===== src/rtl/rsti_pkg.sv =====
// Shared types, constants and the character decoder of the radix string parser.
package rsti_pkg;

  localparam int CHAR_W     = 8;
  localparam int RADIX_W    = 6;
  localparam int VALUE_W    = 64;
  localparam int CFG_IDX_W  = 2;
  localparam int CFG_DATA_W = 6;

  localparam logic [CFG_IDX_W-1:0] CFG_RADIX  = 2'd0;
  localparam logic [CFG_IDX_W-1:0] CFG_SIGNED = 2'd1;

  localparam logic [RADIX_W-1:0] RADIX_RESET  = 6'd10;
  localparam logic               SIGNED_RESET = 1'b1;

  localparam logic [CHAR_W-1:0] MINUS_CHAR = 8'h2D;
  localparam logic [CHAR_W-1:0] PLUS_CHAR  = 8'h2B;
  localparam logic [CHAR_W-1:0] NO_DIGIT   = 8'hFF;

  typedef struct packed {
    logic [RADIX_W-1:0] radix;
    logic               signed_mode;
  } cfg_t;

  typedef struct packed {
    logic [VALUE_W-1:0] acc;
    logic               neg;
  } res_t;

  function automatic logic [CHAR_W-1:0] digit_of(input logic [CHAR_W-1:0] c);
    logic [CHAR_W-1:0] d;
    d = NO_DIGIT;
    if (c >= 8'h30 && c <= 8'h39) begin
      d = c - 8'h30;
    end else if (c >= 8'h41 && c <= 8'h5A) begin
      d = c - 8'h37;
    end else if (c >= 8'h61 && c <= 8'h7A) begin
      d = c - 8'h57;
    end
    return d;
  endfunction

endpackage


===== src/rtl/rsti_ifs.sv =====
// Channel interfaces: character input, parsed value output and register writes.
interface rsti_char_if;
  import rsti_pkg::*;
  logic              valid;
  logic              ready;
  logic [CHAR_W-1:0] char_byte;
  logic              last_char;
  modport source (output valid, output char_byte, output last_char, input ready);
  modport sink (input valid, input char_byte, input last_char, output ready);
endinterface

interface rsti_res_if;
  import rsti_pkg::*;
  logic               valid;
  logic               ready;
  logic [VALUE_W-1:0] value;
  modport source (output valid, output value, input ready);
  modport sink (input valid, input value, output ready);
endinterface

interface rsti_cfg_if;
  import rsti_pkg::*;
  logic                  valid;
  logic                  ready;
  logic [CFG_IDX_W-1:0]  index;
  logic [CFG_DATA_W-1:0] data;
  modport source (output valid, output index, output data, input ready);
  modport sink (input valid, input index, input data, output ready);
endinterface


===== src/rtl/rsti_cfg_regs.sv =====
// Configuration registers: radix and signed mode.
module rsti_cfg_regs (
  input  logic          clk,
  input  logic          rst,
  rsti_cfg_if.sink      cfg,
  output rsti_pkg::cfg_t regs
);
  import rsti_pkg::*;

  assign cfg.ready = 1'b1;

  always_ff @(posedge clk) begin
    if (rst) begin
      regs.radix       <= RADIX_RESET;
      regs.signed_mode <= SIGNED_RESET;
    end else if (cfg.valid && cfg.ready) begin
      unique case (cfg.index)
        CFG_RADIX:  regs.radix       <= cfg.data[RADIX_W-1:0];
        CFG_SIGNED: regs.signed_mode <= cfg.data[0];
        default: ;
      endcase
    end
  end

endmodule


===== src/rtl/rsti_core.sv =====
// Input register, per-character parse step with its state, and pending result register.
module rsti_core (
  input  logic           clk,
  input  logic           rst,
  input  rsti_pkg::cfg_t regs,
  rsti_char_if.sink      chars,
  output logic           res_valid,
  input  logic           res_ready,
  output rsti_pkg::res_t res
);
  import rsti_pkg::*;

  logic              in_v;
  logic [CHAR_W-1:0] in_c;
  logic              in_last;

  logic [VALUE_W-1:0] acc;
  logic               minus_seen;
  logic               at_start;
  logic               halted;

  logic [VALUE_W-1:0] acc_next;
  logic               minus_next;
  logic               at_start_next;
  logic               halted_next;

  logic [CHAR_W-1:0]          digit;
  logic [VALUE_W+RADIX_W-1:0] prod;
  logic                       res_free;
  logic                       proc;

  assign res_free    = !res_valid || res_ready;
  assign proc        = in_v && (!in_last || res_free);
  assign chars.ready = !in_v || proc;

  assign digit = digit_of(in_c);
  assign prod  = acc * regs.radix;

  always_comb begin
    acc_next      = acc;
    minus_next    = minus_seen;
    at_start_next = at_start;
    halted_next   = halted;
    if (!halted) begin
      at_start_next = 1'b0;
      if (at_start && regs.signed_mode && (in_c == MINUS_CHAR || in_c == PLUS_CHAR)) begin
        minus_next = (in_c == MINUS_CHAR);
      end else if (digit < {{(CHAR_W-RADIX_W){1'b0}}, regs.radix}) begin
        acc_next = prod[VALUE_W-1:0] + {{(VALUE_W-CHAR_W){1'b0}}, digit};
      end else begin
        halted_next = 1'b1;
      end
    end
  end

  always_ff @(posedge clk) begin
    if (rst) begin
      in_v       <= 1'b0;
      res_valid  <= 1'b0;
      acc        <= '0;
      minus_seen <= 1'b0;
      at_start   <= 1'b1;
      halted     <= 1'b0;
    end else begin
      if (chars.ready) begin
        in_v <= chars.valid;
      end
      if (proc) begin
        if (in_last) begin
          acc        <= '0;
          minus_seen <= 1'b0;
          at_start   <= 1'b1;
          halted     <= 1'b0;
        end else begin
          acc        <= acc_next;
          minus_seen <= minus_next;
          at_start   <= at_start_next;
          halted     <= halted_next;
        end
      end
      if (proc && in_last) begin
        res_valid <= 1'b1;
      end else if (res_ready) begin
        res_valid <= 1'b0;
      end
    end
  end

  always_ff @(posedge clk) begin
    if (chars.valid && chars.ready) begin
      in_c    <= chars.char_byte;
      in_last <= chars.last_char;
    end
    if (proc && in_last) begin
      res.acc <= acc_next;
      res.neg <= regs.signed_mode && minus_next;
    end
  end

endmodule


===== src/rtl/rsti_out_stage.sv =====
// Output register: applies the sign and holds the value beat until taken.
module rsti_out_stage (
  input  logic           clk,
  input  logic           rst,
  input  logic           res_valid,
  output logic           res_ready,
  input  rsti_pkg::res_t res,
  rsti_res_if.source     result
);
  import rsti_pkg::*;

  logic               out_v;
  logic [VALUE_W-1:0] out_value;

  assign res_ready    = !out_v || result.ready;
  assign result.valid = out_v;
  assign result.value = out_value;

  always_ff @(posedge clk) begin
    if (rst) begin
      out_v <= 1'b0;
    end else if (res_ready) begin
      out_v <= res_valid;
    end
  end

  always_ff @(posedge clk) begin
    if (res_ready && res_valid) begin
      out_value <= res.neg ? (VALUE_W'(0) - res.acc) : res.acc;
    end
  end

endmodule


===== src/rtl/radix_string_to_integer_top.sv =====
// Top level of the radix string parser.
// The value beat of a final character passes the input, pending result and output registers in turn.
// Throughput: one character per cycle unless stalled; 64x6 parse multiply-add sets the path.
// Two value beats can wait; characters stall only when a third final character meets both.
// Reset (rst, synchronous): radix 10, signed mode on, parser state cleared, no beat pending.
module radix_string_to_integer_top (
  input logic        clk,
  input logic        rst,
  rsti_char_if.sink  chars,
  rsti_res_if.source result,
  rsti_cfg_if.sink   cfg
);
  import rsti_pkg::*;

  cfg_t regs;
  logic res_valid;
  logic res_ready;
  res_t res;

  rsti_cfg_regs u_cfg (
    .clk  (clk),
    .rst  (rst),
    .cfg  (cfg),
    .regs (regs)
  );

  rsti_core u_core (
    .clk       (clk),
    .rst       (rst),
    .regs      (regs),
    .chars     (chars),
    .res_valid (res_valid),
    .res_ready (res_ready),
    .res       (res)
  );

  rsti_out_stage u_out (
    .clk       (clk),
    .rst       (rst),
    .res_valid (res_valid),
    .res_ready (res_ready),
    .res       (res),
    .result    (result)
  );

  a_stall_needs_beat: assert property (@(posedge clk) disable iff (rst)
    !chars.ready |-> (result.valid && res_valid))
    else $error("character stall without a waiting value beat");

  a_regs_hold: assert property (@(posedge clk) disable iff (rst)
    !$past(rst) && !$past(cfg.valid && cfg.ready) |-> $stable(regs))
    else $error("configuration changed without a write");

  a_pending_drains: assert property (@(posedge clk) disable iff (rst)
    res_valid && res_ready |=> result.valid)
    else $error("value beat lost between stages");

endmodule

===== src/flat_wrapper.sv =====
// flat-port wrapper written by rule: the top's interface ports become plain ports
module radix_string_to_integer_top_flat import rsti_pkg::*;
  (clk, rst, chars_valid, chars_char_byte, chars_last_char, chars_ready, result_valid, result_value, result_ready, cfg_valid, cfg_index, cfg_data, cfg_ready);
  rsti_char_if chars_i ();
  rsti_res_if result_i ();
  rsti_cfg_if cfg_i ();
  input logic clk;
  input logic rst;
  input wire logic [$bits(chars_i.valid)-1:0] chars_valid;
  input wire logic [$bits(chars_i.char_byte)-1:0] chars_char_byte;
  input wire logic [$bits(chars_i.last_char)-1:0] chars_last_char;
  output wire logic [$bits(chars_i.ready)-1:0] chars_ready;
  output wire logic [$bits(result_i.valid)-1:0] result_valid;
  output wire logic [$bits(result_i.value)-1:0] result_value;
  input wire logic [$bits(result_i.ready)-1:0] result_ready;
  input wire logic [$bits(cfg_i.valid)-1:0] cfg_valid;
  input wire logic [$bits(cfg_i.index)-1:0] cfg_index;
  input wire logic [$bits(cfg_i.data)-1:0] cfg_data;
  output wire logic [$bits(cfg_i.ready)-1:0] cfg_ready;
  assign chars_i.valid = chars_valid;
  assign chars_i.char_byte = chars_char_byte;
  assign chars_i.last_char = chars_last_char;
  assign chars_ready = chars_i.ready;
  assign result_valid = result_i.valid;
  assign result_value = result_i.value;
  assign result_i.ready = result_ready;
  assign cfg_i.valid = cfg_valid;
  assign cfg_i.index = cfg_index;
  assign cfg_i.data = cfg_data;
  assign cfg_ready = cfg_i.ready;
  radix_string_to_integer_top u_core (.clk(clk), .rst(rst), .chars(chars_i), .result(result_i), .cfg(cfg_i));
endmodule

===== config.mk =====
export PLATFORM = sky130hd
export DESIGN_NAME = radix_string_to_integer_top_flat
export DESIGN_NICKNAME = d
export VERILOG_FILES = /design/src/rtl/rsti_pkg.sv /design/src/rtl/rsti_ifs.sv /design/src/rtl/rsti_cfg_regs.sv /design/src/rtl/rsti_core.sv /design/src/rtl/rsti_out_stage.sv /design/src/rtl/radix_string_to_integer_top.sv /design/src/flat_wrapper.sv
export SDC_FILE = /design/constraint.sdc
export NUM_CORES = 1
export LEC_CHECK = 0
export ABC_AREA = 1
export BUFFER_PORTS_ARGS = -buffer_cell sky130_fd_sc_hd__buf_4
export CAP_MARGIN = 40
export CORE_ASPECT_RATIO = 0.6
export CORE_UTILIZATION = 30
export DETAILED_ROUTE_END_ITERATION = 6
export GPL_TIMING_DRIVEN = 1
export PLACE_DENSITY_LB_ADDON = 0.2
export SYNTH_ARGS = -nofsm -noshare
export SYNTH_HDL_FRONTEND = slang
export SYNTH_SLANG_ARGS = --single-unit

===== constraint.sdc =====
create_clock -name clk -period 12.4 [get_ports clk]
set_clock_uncertainty 0.2 [all_clocks]
set_input_delay 0.62 -clock clk [delete_from_list [all_inputs] [get_ports clk]]
set_output_delay 0.62 -clock clk [all_outputs]
set_load 0.03 [all_outputs]

==> impl_metrics.yaml <==
timing:
  fin_setup_tns_ps: 0
  worst_slack_ps: 6150
  finalHoldViolCount: 0
  max-slew-margin-rel_pct: 36.9
  setup_viol: 0
  min_period_ps: 6250
  max_freq_mhz: 160
  finalCritPeriodShare_pct: 50.4
  finalMaxSlewViolations: 0
  tightest_slew_ps: 946
  rsz0062_at_grt: "no"
final_layout:
  fin_nets: 3739
  diodes: 0
  drive_gt1_share_pct: 5.49
  layout_commonest_cell: "nand2_1"
  final_cell_mix: "nand2_1, inv_1, fa_1, nor2_1, a21oi_1"
  area_delta_synth_final_pct: 9.56
critical_path:
  critPathMaxFanout: 60
  reg2regPathDepth: 23
  start_kind: "flip-flop"
  crit_path_end_kind: "flip-flop"
  r2r-start: "u_core.u_cfg.regs[6]"
  rr_endpoint: "u_core.u_core.acc[41]"
  cp_num_buf_inv: 4
  path_cells: "buf_4, nand2_1, fa_1, inv_1, fa_1, fa_1, inv_1, fa_1, inv_1, ha_1, a21oi_1, o21ai_0, a21o_1, nand2_1, o211ai_1, nand2_1, nand2_1, nand2_1, nand2_1, nand4_1, nand2_1, nand2_1, a21oi_1"
  slowest_stage: "buf_4"
  crit_path_frequent_cell: "nand2_1"
  crit_family: "adder cells"
  rrSetupSlack_ps: 6150
  crit_cells: 23
  required_ps: 12700
  cp.arrival_ps: 6550
  worstSetupPathType: "flip-flop to flip-flop"
  slowest_delay_ps: 670
synthesis:
  synthArstFlopShare_pct: 0
  synth_compound_area_share_pct: 6.92
  synth_top_family_by_area: "adder cells"
  avgSynthCellArea_sq_um: 7.31
  synthAdderAreaFrac_pct: 26.8
  syn-num-nets: 3757
  synth_cell_types: 51
  ys_seq_elements: 215
  synth_edf_count: 138
  yosysWarningCount: 0
  netlist_area_sq_um: 24500
  yosysSeqAreaShare_pct: 23.2
  synth-simple-area-share_pct: 25.7
  synth_xor_xnor_area_share_pct: 3.79
  synth_ff_type: "edfxtp_1"
  synth.area.mux_share_pct: 0
  syn-instance-count: 3355
global_route:
  antenna_found_initial: 2
  grt_usage_pct: 21.0
  overflow: 0
  grt_max_degree: 65
  grt_pass1_vias: 20600
  grt_first_pass_wirelength_mm: 132
place:
  place_worst_setup_slack_ps: 6280
  dp_hpwl_mm: 68.3
  numPortBuffers: 87
  place_congestion: 0.982
clock_tree:
  cts-resized-gates: 0
  cts_buffer_depth: 3
  cts_tree: "done"
  h-tree-depth: 1
  cts_sinks: 215
  path_clk_slew_ps: 60
  cts_hold_buf: 9
  insertion_delay_ps: 600
  cts_buffers: 25
  post_cts_buffers: 0
  root_buffer: "clkbuf_16"
floorplan:
  initial_core_util_pct: 30.6
  dieArea_sq_um: 82900
  row_count: 80
  die_w_um: 371
  io_pins: 89
  die_y_um: 223
  placeableCoreArea_sq_um: 80200
route:
  viasPerCell: 4.80
  firstDrtPassIters: 5
  drc: 0
  vias: 21200
  antenna_left: 0
  drt_iter0_drc: 1835
  routedWlPerCell_um: 19.4
  drt_wl_total_mm: 85.9
power_and_ir_drop:
  p_switching_uw: 494
  intPower_mw: 1.25
  p_sw_share_pct: 28.4
  seqPwrFrac_pct: 45.8
  vdd_drop_max_uv: 93.9
  p_per_area_nw_per_um2: 64.9
  power_mw: 1.74
  p_leak_nw: 14.4
  power_frac_comb_pct: 9.8
  p_clk_share_pct: 44.3
worst_hold_path:
  hold_path.class: "input pin to flip-flop"
  holdPathEnd: "u_core.u_cfg.regs[2]"
  hold_path_depth: 3
  hold_start: "cfg_data[1]"
run:
  drv_cap: 0
status:
  status: "completed"
==> layer usage <==
layer  up-vias  part of all wire (%)  global-route usage (%)
met3        60                    13                    8.94
li1      10300                     -                       -
met4         4                   1.2                    2.65
met1     10100                    53                    34.1
met5         -                 0.031                       0
met2       803                    33                    24.7
==> power groups by stage <==
stage / combinational [mW] / clock (mW) / sequential, mW
6_report: 0.171 / 0.772 / 0.798
5_1_grt: 0.187 / 0.819 / 0.800
4_1_cts: 0.170 / 0.789 / 0.798
3_5_place_dp: 0.168 / 0 / 0.813
3_3_place_gp: 0.159 / 0 / 0.818
2_1_floorplan: 0.110 / 0 / 0.804
==> per-stage QoR <==
stage,cell area (sq um),instances,utilization [%],hold slack [ps]
after floorplan,24500,3355,-,226
after global placement,25800,4361,32.2,270
after detailed placement,26000,4367,32.4,263
after CTS,26900,4420,33.5,63.5
after global routing,26900,4420,33.5,70.9
final,26900,4420,33.5,77.1
==> layout make-up <==
class / count / area [sq um]
inverters: 662 / 2490
clock inverters: 9 / 110
repair buffers: 116 / 998
multi-input cells: 2317 / 15500
fillers: 8680 / 53300
clock buffers: 35 / 683
flip-flops and latches: 215 / 5700
well taps: 1066 / 1330
==> cell families after synthesis <==
| kind of cell | after synthesis |
|---|---|
| adders and majority gates | 380 |
| buffers and inverters | 823 |
| DFF | 215 |
| xor gates and xnor gates | 106 |
| AOI/OAI and AO/OA | 318 |
| and+or+nand+nor | 1512 |
| other | 1 |
==> synthesized netlist by cell type (60+ instances only) <==
library cell / instances / area share (%)
nor2_1: 242 / 3.7
o21ai_0: 99 / 2.0
xor2_1: 73 / 2.6
inv_1: 655 / 10
a21oi_1: 174 / 3.6
nand4_1: 91 / 2.3
nand3_1: 101 / 2.1
clkbuf_1: 60 / 0.92
nand2_1: 973 / 15
ha_1: 138 / 7.0
fa_1: 242 / 20
dfxtp_1: 77 / 6.3
edfxtp_1: 138 / 17
==> worst max-delay path by stage <==
stage                    startpoint                    end  slack (ps)
6_report       u_core.u_cfg.regs[6]  u_core.u_core.acc[41]        6150
2_1_floorplan  u_core.u_cfg.regs[6]  u_core.u_core.res[61]        7030
3_5_place_dp   u_core.u_cfg.regs[6]  u_core.u_core.acc[41]        6280
4_1_cts        u_core.u_cfg.regs[6]  u_core.u_core.acc[41]        6250
5_1_grt        u_core.u_cfg.regs[6]  u_core.u_core.acc[41]        5670
3_3_place_gp   u_core.u_cfg.regs[6]  u_core.u_core.acc[22]        6300
==> state kept, by name, indices dropped and copies added (netlist names) <==
| name | flops |
|---|---|
| u_core.u_core.res | 65 |
| u_core.u_core.acc | 64 |
| u_core.u_out.result.value | 64 |
| u_core.u_core.in_c | 8 |
| u_core.u_cfg.regs | 7 |
| u_core.u_core.at_start | 1 |
| u_core.u_core.halted | 1 |
| u_core.u_core.in_last | 1 |
| u_core.u_core.in_v | 1 |
| u_core.u_core.minus_seen | 1 |
| u_core.u_core.res_valid | 1 |
| u_core.u_out.result.valid | 1 |
==> worst reg2reg max path, stage by stage (launching register included) <==
cell and delay [ps]:
dfxtp_2 310, buf_4 670, nand2_1 210, fa_1 460, inv_1 80, fa_1 440
fa_1 550, inv_1 50, fa_1 530, inv_1 40, ha_1 370, a21oi_1 130
o21ai_0 350, a21o_1 230, nand2_1 80, o211ai_1 290, nand2_1 220, nand2_1 110
nand2_1 50, nand2_1 250, nand4_1 200, nand2_1 140, nand2_1 60, a21oi_1 120
Power figures use the tool's default switching activity.
